### src/hdl/hrp_pkg.sv
// Package: codes, character constants and transaction types of the HTTP response parser.
`default_nettype none
package hrp_pkg;

	localparam int STATUS_BITS_DEF = 16;
	localparam int COUNT_BITS_DEF  = 32;

	localparam logic [7:0] CH_SPACE = 8'h20;
	localparam logic [7:0] CH_CR    = 8'h0D;
	localparam logic [7:0] CH_LF    = 8'h0A;
	localparam logic [7:0] CH_ZERO  = 8'h30;
	localparam logic [7:0] CH_NINE  = 8'h39;

	localparam logic [1:0] KIND_BYTE    = 2'd0;
	localparam logic [1:0] KIND_END     = 2'd1;
	localparam logic [1:0] KIND_RESTART = 2'd2;
	localparam logic [1:0] KIND_UNUSED  = 2'd3;

	localparam logic [1:0] RES_CONTENT = 2'd0;
	localparam logic [1:0] RES_DONE    = 2'd1;
	localparam logic [1:0] RES_ERROR   = 2'd2;

	typedef enum logic [2:0] {
		PH_PRE_STATUS = 3'd0,
		PH_STATUS     = 3'd1,
		PH_HEADER     = 3'd2,
		PH_CR         = 3'd3,
		PH_CRLF       = 3'd4,
		PH_CRLFCR     = 3'd5,
		PH_BODY       = 3'd6
	} phase_t;

	typedef enum logic [1:0] {
		RUN_ACTIVE   = 2'd0,
		RUN_FINISHED = 2'd1
	} run_t;

	typedef struct packed {
		logic [1:0] kind;
		logic [7:0] data;
	} item_t;

	typedef struct packed {
		logic [1:0]  kind;
		logic [7:0]  content;
		logic [15:0] status;
		logic [31:0] length;
	} result_t;

endpackage
`default_nettype wire

### src/hdl/hrp_in_stage.sv
// Input register stage: holds one accepted transaction until the parser takes it.
`default_nettype none
module hrp_in_stage (
	input  wire logic          clk,
	input  wire logic          arst_n,
	input  wire logic          in_valid,
	output logic               in_ready,
	input  wire hrp_pkg::item_t in_item,
	input  wire logic          advance,
	output logic               valid_s1,
	output hrp_pkg::item_t     item_s1
);
	import hrp_pkg::*;

	// Refill whenever the stage is empty or drains this cycle.
	assign in_ready = !valid_s1 || advance;

	always_ff @(posedge clk or negedge arst_n) begin
		if (!arst_n) begin
			valid_s1 <= 1'b0;
		end else if (in_ready) begin
			valid_s1 <= in_valid;
		end
	end

	always_ff @(posedge clk) begin
		if (in_ready && in_valid) begin
			item_s1 <= in_item;
		end
	end

endmodule
`default_nettype wire

### src/hdl/hrp_parse.sv
// Parser core: phase machine, status accumulator and body counter.
`default_nettype none
module hrp_parse #(
	parameter int STATUS_BITS = hrp_pkg::STATUS_BITS_DEF,
	parameter int COUNT_BITS  = hrp_pkg::COUNT_BITS_DEF
) (
	input  wire logic           clk,
	input  wire logic           arst_n,
	input  wire logic           advance,
	input  wire hrp_pkg::item_t item_s1,
	output logic                res_valid,
	output hrp_pkg::result_t    res
);
	import hrp_pkg::*;

	phase_t                 phase_q, phase_d;
	run_t                   run_q, run_d;
	logic [STATUS_BITS-1:0] status_q, status_d;
	logic [COUNT_BITS-1:0]  count_q, count_d;

	logic [7:0]             ch;
	logic                   is_digit;
	logic [3:0]             digit;
	logic [7:0]             digit_full;
	logic [STATUS_BITS+3:0] status_ext;
	logic [STATUS_BITS+3:0] status_x10;

	assign ch         = item_s1.data;
	assign is_digit   = (ch >= CH_ZERO) && (ch <= CH_NINE);
	assign digit_full = ch - CH_ZERO;
	assign digit      = digit_full[3:0];
	assign status_ext = {4'b0000, status_q};
	// times ten plus digit; the top four bits flag overflow
	assign status_x10 = (status_ext << 3) + (status_ext << 1)
	                    + (STATUS_BITS+4)'(digit);

	always_ff @(posedge clk or negedge arst_n) begin
		if (!arst_n) begin
			phase_q  <= PH_PRE_STATUS;
			run_q    <= RUN_ACTIVE;
			status_q <= '0;
			count_q  <= '0;
		end else if (advance) begin
			phase_q  <= phase_d;
			run_q    <= run_d;
			status_q <= status_d;
			count_q  <= count_d;
		end
	end

	always_comb begin
		phase_d   = phase_q;
		run_d     = run_q;
		status_d  = status_q;
		count_d   = count_q;
		res_valid = 1'b0;
		res       = '0;
		priority if (item_s1.kind == KIND_RESTART) begin
			phase_d  = PH_PRE_STATUS;
			run_d    = RUN_ACTIVE;
			status_d = '0;
			count_d  = '0;
		end else if (item_s1.kind == KIND_UNUSED || run_q != RUN_ACTIVE) begin
			// drop
		end else if (item_s1.kind == KIND_END) begin
			res_valid  = 1'b1;
			res.kind   = RES_DONE;
			res.status = 16'(status_q);
			res.length = 32'(count_q);
			run_d      = RUN_FINISHED;
		end else begin
			unique case (phase_q)
				PH_PRE_STATUS: begin
					if (ch == CH_SPACE) phase_d = PH_STATUS;
				end
				PH_STATUS: begin
					if (ch == CH_SPACE) begin
						phase_d = PH_HEADER;
					end else if (!is_digit) begin
						res_valid = 1'b1;
						res.kind  = RES_ERROR;
						run_d     = RUN_FINISHED;
					end else if (status_x10[STATUS_BITS+3:STATUS_BITS] != 4'b0000) begin
						status_d = '1;
					end else begin
						status_d = status_x10[STATUS_BITS-1:0];
					end
				end
				PH_HEADER: begin
					if (ch == CH_CR) phase_d = PH_CR;
				end
				PH_CR: begin
					if (ch == CH_LF) phase_d = PH_CRLF;
					else if (ch != CH_CR) phase_d = PH_HEADER;
				end
				PH_CRLF: begin
					phase_d = (ch == CH_CR) ? PH_CRLFCR : PH_HEADER;
				end
				PH_CRLFCR: begin
					if (ch == CH_LF) phase_d = PH_BODY;
					else if (ch == CH_CR) phase_d = PH_CR;
					else phase_d = PH_HEADER;
				end
				PH_BODY: begin
					if (count_q != '1) count_d = count_q + COUNT_BITS'(1);
					res_valid   = 1'b1;
					res.kind    = RES_CONTENT;
					res.content = ch;
				end
				default: begin
					phase_d = PH_PRE_STATUS;
				end
			endcase
		end
	end

endmodule
`default_nettype wire

### src/hdl/hrp_out_stage.sv
// Output register: holds one result transaction until the consumer takes it.
`default_nettype none
module hrp_out_stage (
	input  wire logic             clk,
	input  wire logic             arst_n,
	input  wire logic             advance,
	input  wire logic             res_valid,
	input  wire hrp_pkg::result_t res,
	input  wire logic             out_ready,
	output logic                  out_valid,
	output hrp_pkg::result_t      out_res
);
	import hrp_pkg::*;

	// advance is only raised when this register is empty or draining
	always_ff @(posedge clk or negedge arst_n) begin
		if (!arst_n) begin
			out_valid <= 1'b0;
		end else if (advance) begin
			out_valid <= res_valid;
		end else if (out_ready) begin
			out_valid <= 1'b0;
		end
	end

	always_ff @(posedge clk) begin
		if (advance && res_valid) begin
			out_res <= res;
		end
	end

endmodule
`default_nettype wire

### src/hdl/http_response_header_parser_core.sv
// Top level of the HTTP response status line and header end parser.
//
//   Channel | Handshake          | Payload
//   --------+--------------------+------------------------------------------------
//   input   | in_valid/in_ready  | kind, data_byte
//   output  | out_valid/out_ready| result_kind, content_byte, status_code, body_length
//
// One transaction per cycle sustained while out_ready stays high; an accepted transaction
// is held in the input register, then parsed into the output register.
// The throughput is set by the combinational phase update and multiply-by-ten add.
// arst_n clears the phase machine, status, body count, run state and both valids.
// A result waiting at the output stalls the parse step only; one more transaction
// is still taken into the input register. Items that produce no result never
// occupy the output register.
`default_nettype none
module http_response_header_parser_core #(
	parameter int STATUS_BITS = hrp_pkg::STATUS_BITS_DEF,
	parameter int COUNT_BITS  = hrp_pkg::COUNT_BITS_DEF
) (
	input  wire logic        clk,
	input  wire logic        arst_n,
	input  wire logic        in_valid,
	output logic             in_ready,
	input  wire logic [1:0]  kind,
	input  wire logic [7:0]  data_byte,
	output logic             out_valid,
	input  wire logic        out_ready,
	output logic [1:0]       result_kind,
	output logic [7:0]       content_byte,
	output logic [15:0]      status_code,
	output logic [31:0]      body_length
);
	import hrp_pkg::*;

	item_t   in_item;
	item_t   item_s1;
	logic    valid_s1;
	logic    advance;
	logic    res_valid;
	result_t res;
	result_t out_res;

	assign in_item.kind = kind;
	assign in_item.data = data_byte;

	// Parse the held transaction when the output register can take its result.
	assign advance = valid_s1 && (!out_valid || out_ready);

	hrp_in_stage u_in (
		.clk      (clk),
		.arst_n   (arst_n),
		.in_valid (in_valid),
		.in_ready (in_ready),
		.in_item  (in_item),
		.advance  (advance),
		.valid_s1 (valid_s1),
		.item_s1  (item_s1)
	);

	hrp_parse #(
		.STATUS_BITS (STATUS_BITS),
		.COUNT_BITS  (COUNT_BITS)
	) u_parse (
		.clk       (clk),
		.arst_n    (arst_n),
		.advance   (advance),
		.item_s1   (item_s1),
		.res_valid (res_valid),
		.res       (res)
	);

	hrp_out_stage u_out (
		.clk       (clk),
		.arst_n    (arst_n),
		.advance   (advance),
		.res_valid (res_valid),
		.res       (res),
		.out_ready (out_ready),
		.out_valid (out_valid),
		.out_res   (out_res)
	);

	assign result_kind  = out_res.kind;
	assign content_byte = out_res.content;
	assign status_code  = out_res.status;
	assign body_length  = out_res.length;

endmodule
`default_nettype wire

### config.mk
export PLATFORM = sky130hd
export DESIGN_NAME = http_response_header_parser_core
export DESIGN_NICKNAME = d
export VERILOG_FILES = /design/src/hdl/hrp_pkg.sv /design/src/hdl/hrp_in_stage.sv /design/src/hdl/hrp_parse.sv /design/src/hdl/hrp_out_stage.sv /design/src/hdl/http_response_header_parser_core.sv
export SDC_FILE = /design/constraint.sdc
export NUM_CORES = 1
export LEC_CHECK = 0
export BUFFER_PORTS_ARGS = -buffer_cell sky130_fd_sc_hd__buf_2
export CORE_MARGIN = 1.5
export CORE_UTILIZATION = 50
export DETAILED_ROUTE_END_ITERATION = 8
export PLACE_DENSITY = 0.82
export SLEW_MARGIN = 20
export SYNTH_ARGS = -nofsm -noshare
export SYNTH_HDL_FRONTEND = slang
export SYNTH_SLANG_ARGS = --single-unit
### constraint.sdc
create_clock -name clk -period 6.5 [get_ports clk]
set_clock_uncertainty 0.2 [all_clocks]
set_input_delay 0.65 -clock clk [delete_from_list [all_inputs] [get_ports clk]]
set_output_delay 0.65 -clock clk [all_outputs]
set_load 0.01 [all_outputs]
-- Word-level counts from Yosys, hierarchy flattened
Cells that the tools add are included.
- bits in registers: 123
- output and inout port bits: 60
- add/subtract/negate cells: 4
- $lt $le $gt $ge: 2
- muxes and demuxes: 42
- bitwise operators: 3
- reductions and logical operators: 26
- equality and inequality tests: 24
- operators with widths (cell ; number):
    two-way mux 32 bit ; 5
    two-way mux 16 bit ; 7
    adder 32 x 1 -> 32 bit (second input constant) ; 1
    != test 32 bit (second input constant) ; 1
    two-way mux 3 bit ; 10
    one-hot mux 3 bit (7 select lines) ; 1
    adder 19 x 17 -> 20 bit ; 1
    adder 20 x 4 -> 20 bit ; 1
    equality test 8 x 4 -> 1 bit (second input constant) ; 2
    two-way mux 2 bit ; 7
    != test 3 x 1 -> 1 bit (second input constant) ; 4
    nonzero test 2 bit ; 6
    two-way mux 1 bit ; 11
    AND reduction 5 bit ; 2
    equality test 3 bit (second input constant) ; 3
    equality test 8 x 6 -> 1 bit (second input constant) ; 1
    >= comparator 8 x 6 -> 1 bit (second input constant) ; 1
    less-or-equal comparator 8 x 6 -> 1 bit (second input constant) ; 1
    != test 2 x 1 -> 1 bit (second input constant) ; 4
    != test 8 x 4 -> 1 bit (second input constant) ; 1
    AND reduction 8 bit ; 1
    equality test 3 x 2 -> 1 bit (second input constant) ; 2
    AND reduction 6 bit ; 1
    OR reduction 5 bit ; 1
    other kinds (17) ; 26

-- Longest topological paths before layout
Gate-level depths: netlist of the first run.
- depth after elaboration: 10
- mapped depth: 12
- depth with buffers taken out: 11

-- By module
From an unflattened synthesis of the first run, not the netlist that was laid out.
- cell total of the unflattened synthesis: 591
- area total of the unflattened synthesis: 6618.8 µm²
- by module, submodules not included (module ; cells each ; instances ; area each (µm²)):
    hrp_parse ; 513 ; 1 ; 4466.8
    hrp_out_stage ; 62 ; 1 ; 1786.7
    hrp_in_stage ; 14 ; 1 ; 354.1
    http_response_header_parser_core ; 2 ; 1 ; 11.3

-- Worst setup path before layout of the first run
Ideal clock, no wire load.
- kind: flip-flop to flip-flop
- start point: register, netlist name u_in.item_s1[9]
- end point: register, netlist name u_out.out_res[0]
- buffers on the path: 1
- stages on the path, launching flop included: 6
- path slack: 1.408 ns
- data arrival time: 4.382 ns
- cell sequence: edfxtp_1 > ha_1 > clkbuf_1 > nor3_1 > nand3_1 > a31oi_1
- cells in the longest elaborated chain, start to end: 5
- RTL lines (element ; line ; source):
    equality test 2 x 1 -> 1 bit or equality test 2 bit (tied branches) ; hrp_parse.sv:65, hrp_parse.sv:63 ;
    two-way mux 1 bit or logical OR 1 bit (tied branches) ; hrp_parse.sv:65, hrp_parse.sv:63 ;
    two-way mux 1 bit ; hrp_parse.sv:63 ; end else if (item_s1.kind == KIND_UNUSED || run_q != RUN_ACTIVE) begin
    two-way mux 1 bit (*) ; hrp_parse.sv:58 ; priority if (item_s1.kind == KIND_RESTART) begin
    logical AND 1 bit (*) ; hrp_out_stage.sv:27 ; if (advance && res_valid) begin
Mark *: on every way between the ends. The rest lies on a longest branch, timed or not.
A chain may end at the register's enable or synchronous reset.

-- Worst setup path in the final report of the first run
- start point: register, netlist name u_in.item_s1[3]
- end point: register u_parse.status_q[3]
- cells in the longest elaborated chain, start to end: 10
- RTL lines (element ; line ; source):
    subtractor 4 x 1 -> 4 bit ; hrp_parse.sv:30 ; assign digit_full = ch - CH_ZERO;
    adder 20 x 4 -> 20 bit ; hrp_parse.sv:35 ; + (STATUS_BITS+4)'(digit);
    nonzero test 4 bit ; hrp_parse.sv:83 ; end else if (status_x10[STATUS_BITS+3:STATUS_BITS] != 4'b0000) begin
    two-way mux 16 bit ; hrp_parse.sv:83 ;
    two-way mux 16 bit ; hrp_parse.sv:79 ; end else if (!is_digit) begin
    two-way mux 16 bit ; hrp_parse.sv:77 ; if (ch == CH_SPACE) begin
    two-way mux 16 bit ; hrp_parse.sv:72 ; unique case (phase_q)
    two-way mux 16 bit ; hrp_parse.sv:65 ; end else if (item_s1.kind == KIND_END) begin
    two-way mux 16 bit ; hrp_parse.sv:63 ;
    two-way mux 16 bit ; hrp_parse.sv:58 ;
    end signal: assignment ; hrp_parse.sv:46 ; status_q <= status_d;
    end: declaration ; hrp_parse.sv:18 ; logic [STATUS_BITS-1:0] status_q, status_d;
Several ways; a longest one is shown, not always the timed one. The select of a mux whose other input is x is not followed.

==> results of run 1 <==
## layer usage
metal  vias up  global-route usage
met4         0               0.104
li1       2264                   -
met3        34              0.0633
met5         -                   0
met1      2322               0.285
met2       184               0.344
## power by group
part	leakage, uW	internal, uW	switching, uW	total [uW]
clock	0.000293	635	328	963
combinational	0.00176	55.5	112	167
sequential	0.00135	861	31.9	893
total	0.00340	1550	471	2020
## final cells by class
type | count | area (um2)
clock buffers | 22 | 475
clock inverters | 10 | 140
fillers | 1010 | 5000
inverters | 21 | 78.8
multi-input cells | 403 | 2820
flip-flops and latches | 122 | 3390
well taps | 172 | 215
repair buffers | 77 | 395
## registers in the layout, indices dropped and copies added (netlist names)
name              count
u_in.valid_s1         1
u_parse.count_q      32
u_out.out_res        58
u_parse.status_q     16
u_out.out_valid       1
u_parse.run_q         1
u_in.item_s1         10
u_parse.phase_q       3
## through the flow
stage | hold slack [ns] | instances | utilization
2_1_floorplan | 0.154 | 569 | -
3_3_place_gp | 0.341 | 795 | 0.551
3_5_place_dp | 0.346 | 795 | 0.551
4_1_cts | 0.197 | 827 | 0.600
5_1_grt | 0.196 | 827 | 0.600
6_report | 0.157 | 827 | 0.600
## cells in the mapped netlist (5+ instances only)
master / count / area, um2
nand2b_1: 7 / 43.8
a22oi_1: 10 / 75.1
nor3_1: 17 / 85.1
and3_1: 49 / 307
clkbuf_1: 15 / 56.3
a31oi_1: 5 / 31.3
nor2_1: 44 / 165
buf_2: 6 / 30.0
a21oi_1: 24 / 120
nor2b_1: 7 / 43.8
nand4_1: 16 / 100
o21ai_0: 8 / 40.0
xnor2_1: 13 / 114
nand2_1: 25 / 93.8
ha_1: 35 / 438
and2_1: 15 / 93.8
nand3_1: 28 / 140
inv_1: 19 / 71.3
dfrtp_1: 54 / 1350
edfxtp_1: 68 / 2040
a21o_1: 6 / 45.0
xor2_1: 22 / 193
## worst max-delay path: cells and delay by family (launching register included)
family	cells	cell delay, ns
buffers and inverters	1	0.09
AND/OR/NAND/NOR	4	1.52
AO/OA/AOI/OAI	3	0.49
adder cells (fa/ha/maj)	2	0.72
flip-flops	1	0.48
## worst max-delay path by stage
| stage | slack (ns) | endpoint | cells past startpoint | from |
|---|---|---|---|---|
| detailed placement | 2.58 | u_out.out_res[22]$_SDFFCE_PP0P_ | 5 | u_in.item_s1[9]$_DFFE_PP_ |
| global placement | 2.79 | u_out.out_res[23]$_SDFFCE_PP0P_ | 5 | u_in.item_s1[9]$_DFFE_PP_ |
| finish | 2.84 | u_parse.status_q[3]$_DFFE_PN0P_ | 10 | u_in.item_s1[3]$_DFFE_PP_ |
| floorplan | 1.41 | u_out.out_res[0]$_SDFFCE_PP0P_ | 5 | u_in.item_s1[9]$_DFFE_PP_ |
| CTS | 2.54 | u_out.out_res[23]$_SDFFCE_PP0P_ | 5 | u_in.item_s1[9]$_DFFE_PP_ |
| global route | 2.62 | u_parse.status_q[3]$_DFFE_PN0P_ | 10 | u_in.item_s1[3]$_DFFE_PP_ |
## kinds of logic (layout without fill, tap and decap cells)
group / after synthesis / count (layout) / share of synthesized area
buffers and inverters: 44 / 130 / 0.0294
DFF: 122 / 122 / 0.532
and+or+nand+nor: 235 / 235 / 0.207
muxes: 2 / 2 / 0.00314
adders and majority gates: 37 / 37 / 0.0750
xor gates and xnor gates: 35 / 35 / 0.0481
AOI/OAI and AO/OA: 94 / 94 / 0.105
==> metrics.yaml, run 1 <==
run_status:
  status: "complete, no violations"
clocking:
  post_cts_resized: 0
  path_clk_slew_ns: 0.05
  clkSinkCount: 122
  clk_latency_ns: 0.41
  cts_tree: "done"
  cts_buffers: 17
  cts_setup_buffers: 0
  clockBufferDepth: 2
  cts.hold.buffers_added: 0
  cts_htree_levels: 4
  clock-root-buffer: "clkbuf_16"
route:
  wl_met1_um: 5970
  vias: 4804
  highest_layer: "met4"
  wl_met2_um: 6550
  firstDrtPassIters: 5
  drtAntennaViolNets: 0
  drc: 0
  wl_per_cell_um: 16.6
  drt_iter0_drc: 380
  via_per_inst: 5.81
  dr_wl_met3_um: 811
  wl_um: 13700
sta:
  finalCritPeriodShare: 0.563
  hold_viol: 0
  max_freq_mhz: 273
  min_period_ns: 3.66
  worst_slew_pin_slew_ns: 0.951
  drv_slew: 0
  relSlewSlack: 0.363
  grt_setup_unrepaired: "no"
  finalSetupTns_ns: 0
  setup_viol: 0
  setup_ws_ns: 2.84
global_routing:
  antenna_found_initial: 0
  grt_pass1_wl_um: 22600
  grt_max_degree: 55
  overflow: 0
  grt_pass1_vias: 4638
  grt_use_total: 0.220
setup_path:
  crit_chain: "fa_1 -> inv_1 -> fa_1 -> nand2b_1 -> a21oi_1 -> nor4_1 -> o211ai_1 -> or4b_1 -> nand3_1 -> o2111ai_1"
  timing.critical_path.from_type: "flip-flop"
  timing.rr.end: "u_parse.status_q[3]$_DFFE_PN0P_"
  critPathMaxFanout: 11
  cpMaxStageDelayCell: "or4b_1"
  crit_required_ns: 6.57
  cp_slowest_stage_delay_ns: 0.60
  crit_path_frequent_cell: "fa_1"
  worstSetupPathType: "reg2reg"
  worstReg2RegStart: "u_in.item_s1[3]$_DFFE_PP_"
  worst_ep_arrival_time_ns: 3.73
  rr_worst_depth: 10
  worstSetupEndpointType: "flip-flop"
  rrSetupSlack_ns: 2.84
logic_synthesis:
  async_reset_ff_frac: 0.443
  netlist_area_mm2: 0.00637
  synth-seq-cells: 122
  synth_edf_count: 68
  postSynthNetCount: 620
  synth_ff_type: "edfxtp_1"
  ys_warn_count: 0
  synth.avg_cell_area_um2: 11.2
  netlist-cell-type-count: 63
  synth_cells: 569
  synth.yosys.seq_area_share: 0.532
floorplanning:
  die_h_um: 116
  die_w_um: 116
  core_area_mm2: 0.0125
  ios: 74
  initial_core_util: 0.509
  num_rows: 41
  dieArea_mm2: 0.0134
layout:
  insertedDiodeCount: 0
  layout.nets: 693
  syn2layout_area_growth_pct: 17.9
  layout_common_cells: "buf_2, edfxtp_1, dfrtp_1, and3_1, nor2_1"
  drive_gt1_frac: 0.191
  final_common_cell: "buf_2"
  fin_area_mm2: 0.00751
place:
  post-place-ws_ns: 2.58
  io_buffers: 73
  place_area_mm2: 0.00690
  gp_congestion: 0.908
  hpwl_um: 9520
power:
  fin_total_pwr_uw: 2020
  peakVddDrop_mv: 0.262
  pwr_density_cell_mw_per_mm2: 269
  p_leak_uw: 0.00340
flow_run:
  maxCapViolations: 0
hold_path:
  hp-class: "in2async"
(Power assumes the default switching activity.)
==> inputs of run 2 (changes only) <==
clock period = 3.4 ns   (was 6.5 ns; I/O delays follow)
==> run 2 against run 1 <==
Net effect: combinational power grew 110%; register-to-register slack got worse by 2.7 ns; fmax rose by 13%; sequential share of layout area decreased by 1.3 points; die area is the same; wire length is 4.0% higher; critical path type unchanged; worst hold slack got worse by 0.13 ns; clock-buffer cell count shrank 5; total power is 94% higher; design area increased by 2.9%; highest routed layer unchanged.
==> metrics.yaml, run 2 (synthesized netlist as in run 1, its figures left out) <==
run_status:
  status: "complete, no violations"
setup_path:
  rrSetupSlack_ns: 0.15  # -2.69 ns
  timing.critical_path.from_type: "flip-flop"
  critPathMaxFanout: 4  # -7
  worstReg2RegStart: "u_in.item_s1[2]$_DFFE_PP_"
  crit_required_ns: 3.50  # -3.07 ns
  worstSetupPathType: "reg2reg"
  worstSetupEndpointType: "flip-flop"
  rr_worst_depth: 12  # +2
  worst_ep_arrival_time_ns: 3.35  # -0.38 ns
  timing.rr.end: "u_parse.status_q[10]$_DFFE_PN0P_"
place:
  gp_congestion: 0.865  # -4.7%
  hpwl_um: 9420  # -1.1%
  dp_cells: 799  # +0.50%
  post-place-ws_ns: 0.0654  # -2.51 ns
  io_buffers: 73  # unchanged
  place_area_mm2: 0.00694  # +0.62%
layout:
  top_register: "u_out.out_res"
  layout_common_cells: "buf_2, edfxtp_1, dfrtp_1, and3_1, nor2_1"
  drive_gt1_frac: 0.208  # +0.0169
  reg.largest.list: "u_out.out_res (58), u_parse.count_q (32), u_parse.status_q (16)"
  insertedDiodeCount: 0  # unchanged
  largest_reg_flops: 58  # unchanged
  syn2layout_area_growth_pct: 21.3
  layoutNonFillerInstCount: 846  # +2.3%
  final_common_cell: "buf_2"
  layout.nets: 712  # +2.7%
  fin_area_mm2: 0.00773  # +2.9%
power:
  power_frac_comb: 0.088  # +0.005
  pwr_density_cell_mw_per_mm2: 508  # +89%
  p_int_uw: 2930  # +89%
  pwr-share-clk: 0.478  # +0.002
  netSwitchingFraction: 0.253  # +0.0200
  p_leak_uw: 0.00352  # +3.4%
  peakVddDrop_mv: 0.340  # +29%
  power_frac_seq: 0.434  # -0.008
  fin_total_pwr_uw: 3930  # +94%
  p_switching_uw: 993  # +110%
route:
  wl_um: 14300  # +4.0%
  wl_per_cell_um: 16.9  # +1.7%
  drc: 0  # unchanged
  drt_iter0_drc: 342  # -10%
  vias: 4882  # +1.6%
  via_per_inst: 5.77  # -0.66%
  firstDrtPassIters: 5  # unchanged
  drtAntennaViolNets: 0  # unchanged
floorplanning:
  die_h_um: 116  # unchanged
  initial_core_util: 0.509  # unchanged
  dieArea_mm2: 0.0134  # unchanged
  die_w_um: 116  # unchanged
  core_area_mm2: 0.0125  # unchanged
  num_rows: 41  # unchanged
  ios: 74  # unchanged
clocking:
  path_clk_slew_ns: 0.06  # about the same
  clk_latency_ns: 0.43  # +0.02 ns
  clockBufferDepth: 2  # unchanged
  clkSinkCount: 122  # unchanged
  clock-root-buffer: "clkbuf_16"
  cts_tree: "done"
  cts_htree_levels: 4  # unchanged
  cts_buffers: 17  # unchanged
sta:
  max_freq_mhz: 308  # +13%
  setup_ws_ns: 0.154  # -2.69 ns
  hold_viol: 0  # unchanged
  setup_viol: 0  # unchanged
  drv_slew: 0  # unchanged
  relSlewSlack: 0.425  # +0.0613
  min_period_ns: 3.25  # -0.413 ns
  whs_ns: 0.0252  # -0.132 ns
  worst_slew_pin_slew_ns: 0.863  # -0.0885 ns
  finalCritPeriodShare: 0.955  # +0.392
hold_path:
  hp-start: "out_ready"
  hold_path_end: "u_in.valid_s1$_DFFE_PN0N_"
  hp-class: "in2reg"
  holdPathStages: 4
global_routing:
  antenna_found_initial: 0  # unchanged
  grt_pass1_wl_um: 23300  # +3.1%
  grt_pass1_vias: 4702  # +1.4%
  overflow: 0  # unchanged
  grt_max_degree: 52  # -5.5%
  grt_use_total: 0.225  # +0.00498
flow_run:
  maxCapViolations: 0  # unchanged
-- run 2: power groups by stage --
stage | Combinational [uW] | Clock, uW | Sequential, uW
after floorplan | 213 | 0 | 1730
after global placement | 314 | 0 | 1730
after detailed placement | 330 | 0 | 1730
after CTS | 344 | 1900 | 1700
after global routing | 379 | 1970 | 1710
final | 345 | 1880 | 1710
-- run 2: repair_timing --
action / 4_1_cts / 5_1_grt
hold buffers: 12 / 0
setup endpoints to repair: 0 / 14
setup buffers: 0 / 3
hold endpoints to repair: 46 / 0
resized for setup: 0 / 8
-- run 2: worst max path at each step --
stage	start	cells after the start	to
detailed placement	u_in.item_s1[3]$_DFFE_PP_	9	u_parse.status_q[3]$_DFFE_PN0P_
CTS	u_in.item_s1[2]$_DFFE_PP_	11	u_parse.status_q[3]$_DFFE_PN0P_
global placement	u_in.item_s1[2]$_DFFE_PP_	11	u_parse.status_q[3]$_DFFE_PN0P_
floorplan	u_in.item_s1[9]$_DFFE_PP_	5	u_out.out_res[0]$_SDFFCE_PP0P_
global route	u_parse.status_q[2]$_DFFE_PN0P_	11	u_parse.status_q[12]$_DFFE_PN0P_
finish	u_in.item_s1[2]$_DFFE_PP_	12	u_parse.status_q[10]$_DFFE_PN0P_
-- run 2: cell type report --
| cell class | count | area (um2) |
|---|---|---|
| repair buffers | 96 | 581 |
| clock buffers | 17 | 425 |
| inverters | 21 | 78.8 |
| fillers | 1021 | 4790 |
| well taps | 172 | 215 |
| multi-input cells | 403 | 2850 |
| clock inverters | 15 | 188 |
| flip-flops and latches | 122 | 3390 |
-- run 2: layer usage --
metal	track usage	wire length, um	vias to the layer above	share of wire
met5	0	0	-	0
met4	0.0927	300	0	0.021
met3	0.0502	896	27	0.063
met2	0.368	6970	192	0.49
met1	0.292	6140	2357	0.43
li1	-	-	2306	-
-- run 2: critical path: stages (launching register included) --
cell	delay (ns)
edfxtp_1	0.42
ha_1	0.32
ha_1	0.25
inv_1	0.09
fa_1	0.19
nand2b_1	0.16
a21oi_1	0.12
nor4_1	0.20
o211ai_1	0.15
or4b_4	0.53
buf_4	0.17
a211oi_1	0.24
o21ai_1	0.08
-- run 2: per-stage QoR --
stage | util | setup TNS [ns]
floorplan | - | 0
global placement | 0.554 | 0
detailed placement | 0.554 | 0
CTS | 0.613 | 0
global route | 0.618 | -0.00677
finish | 0.618 | 0
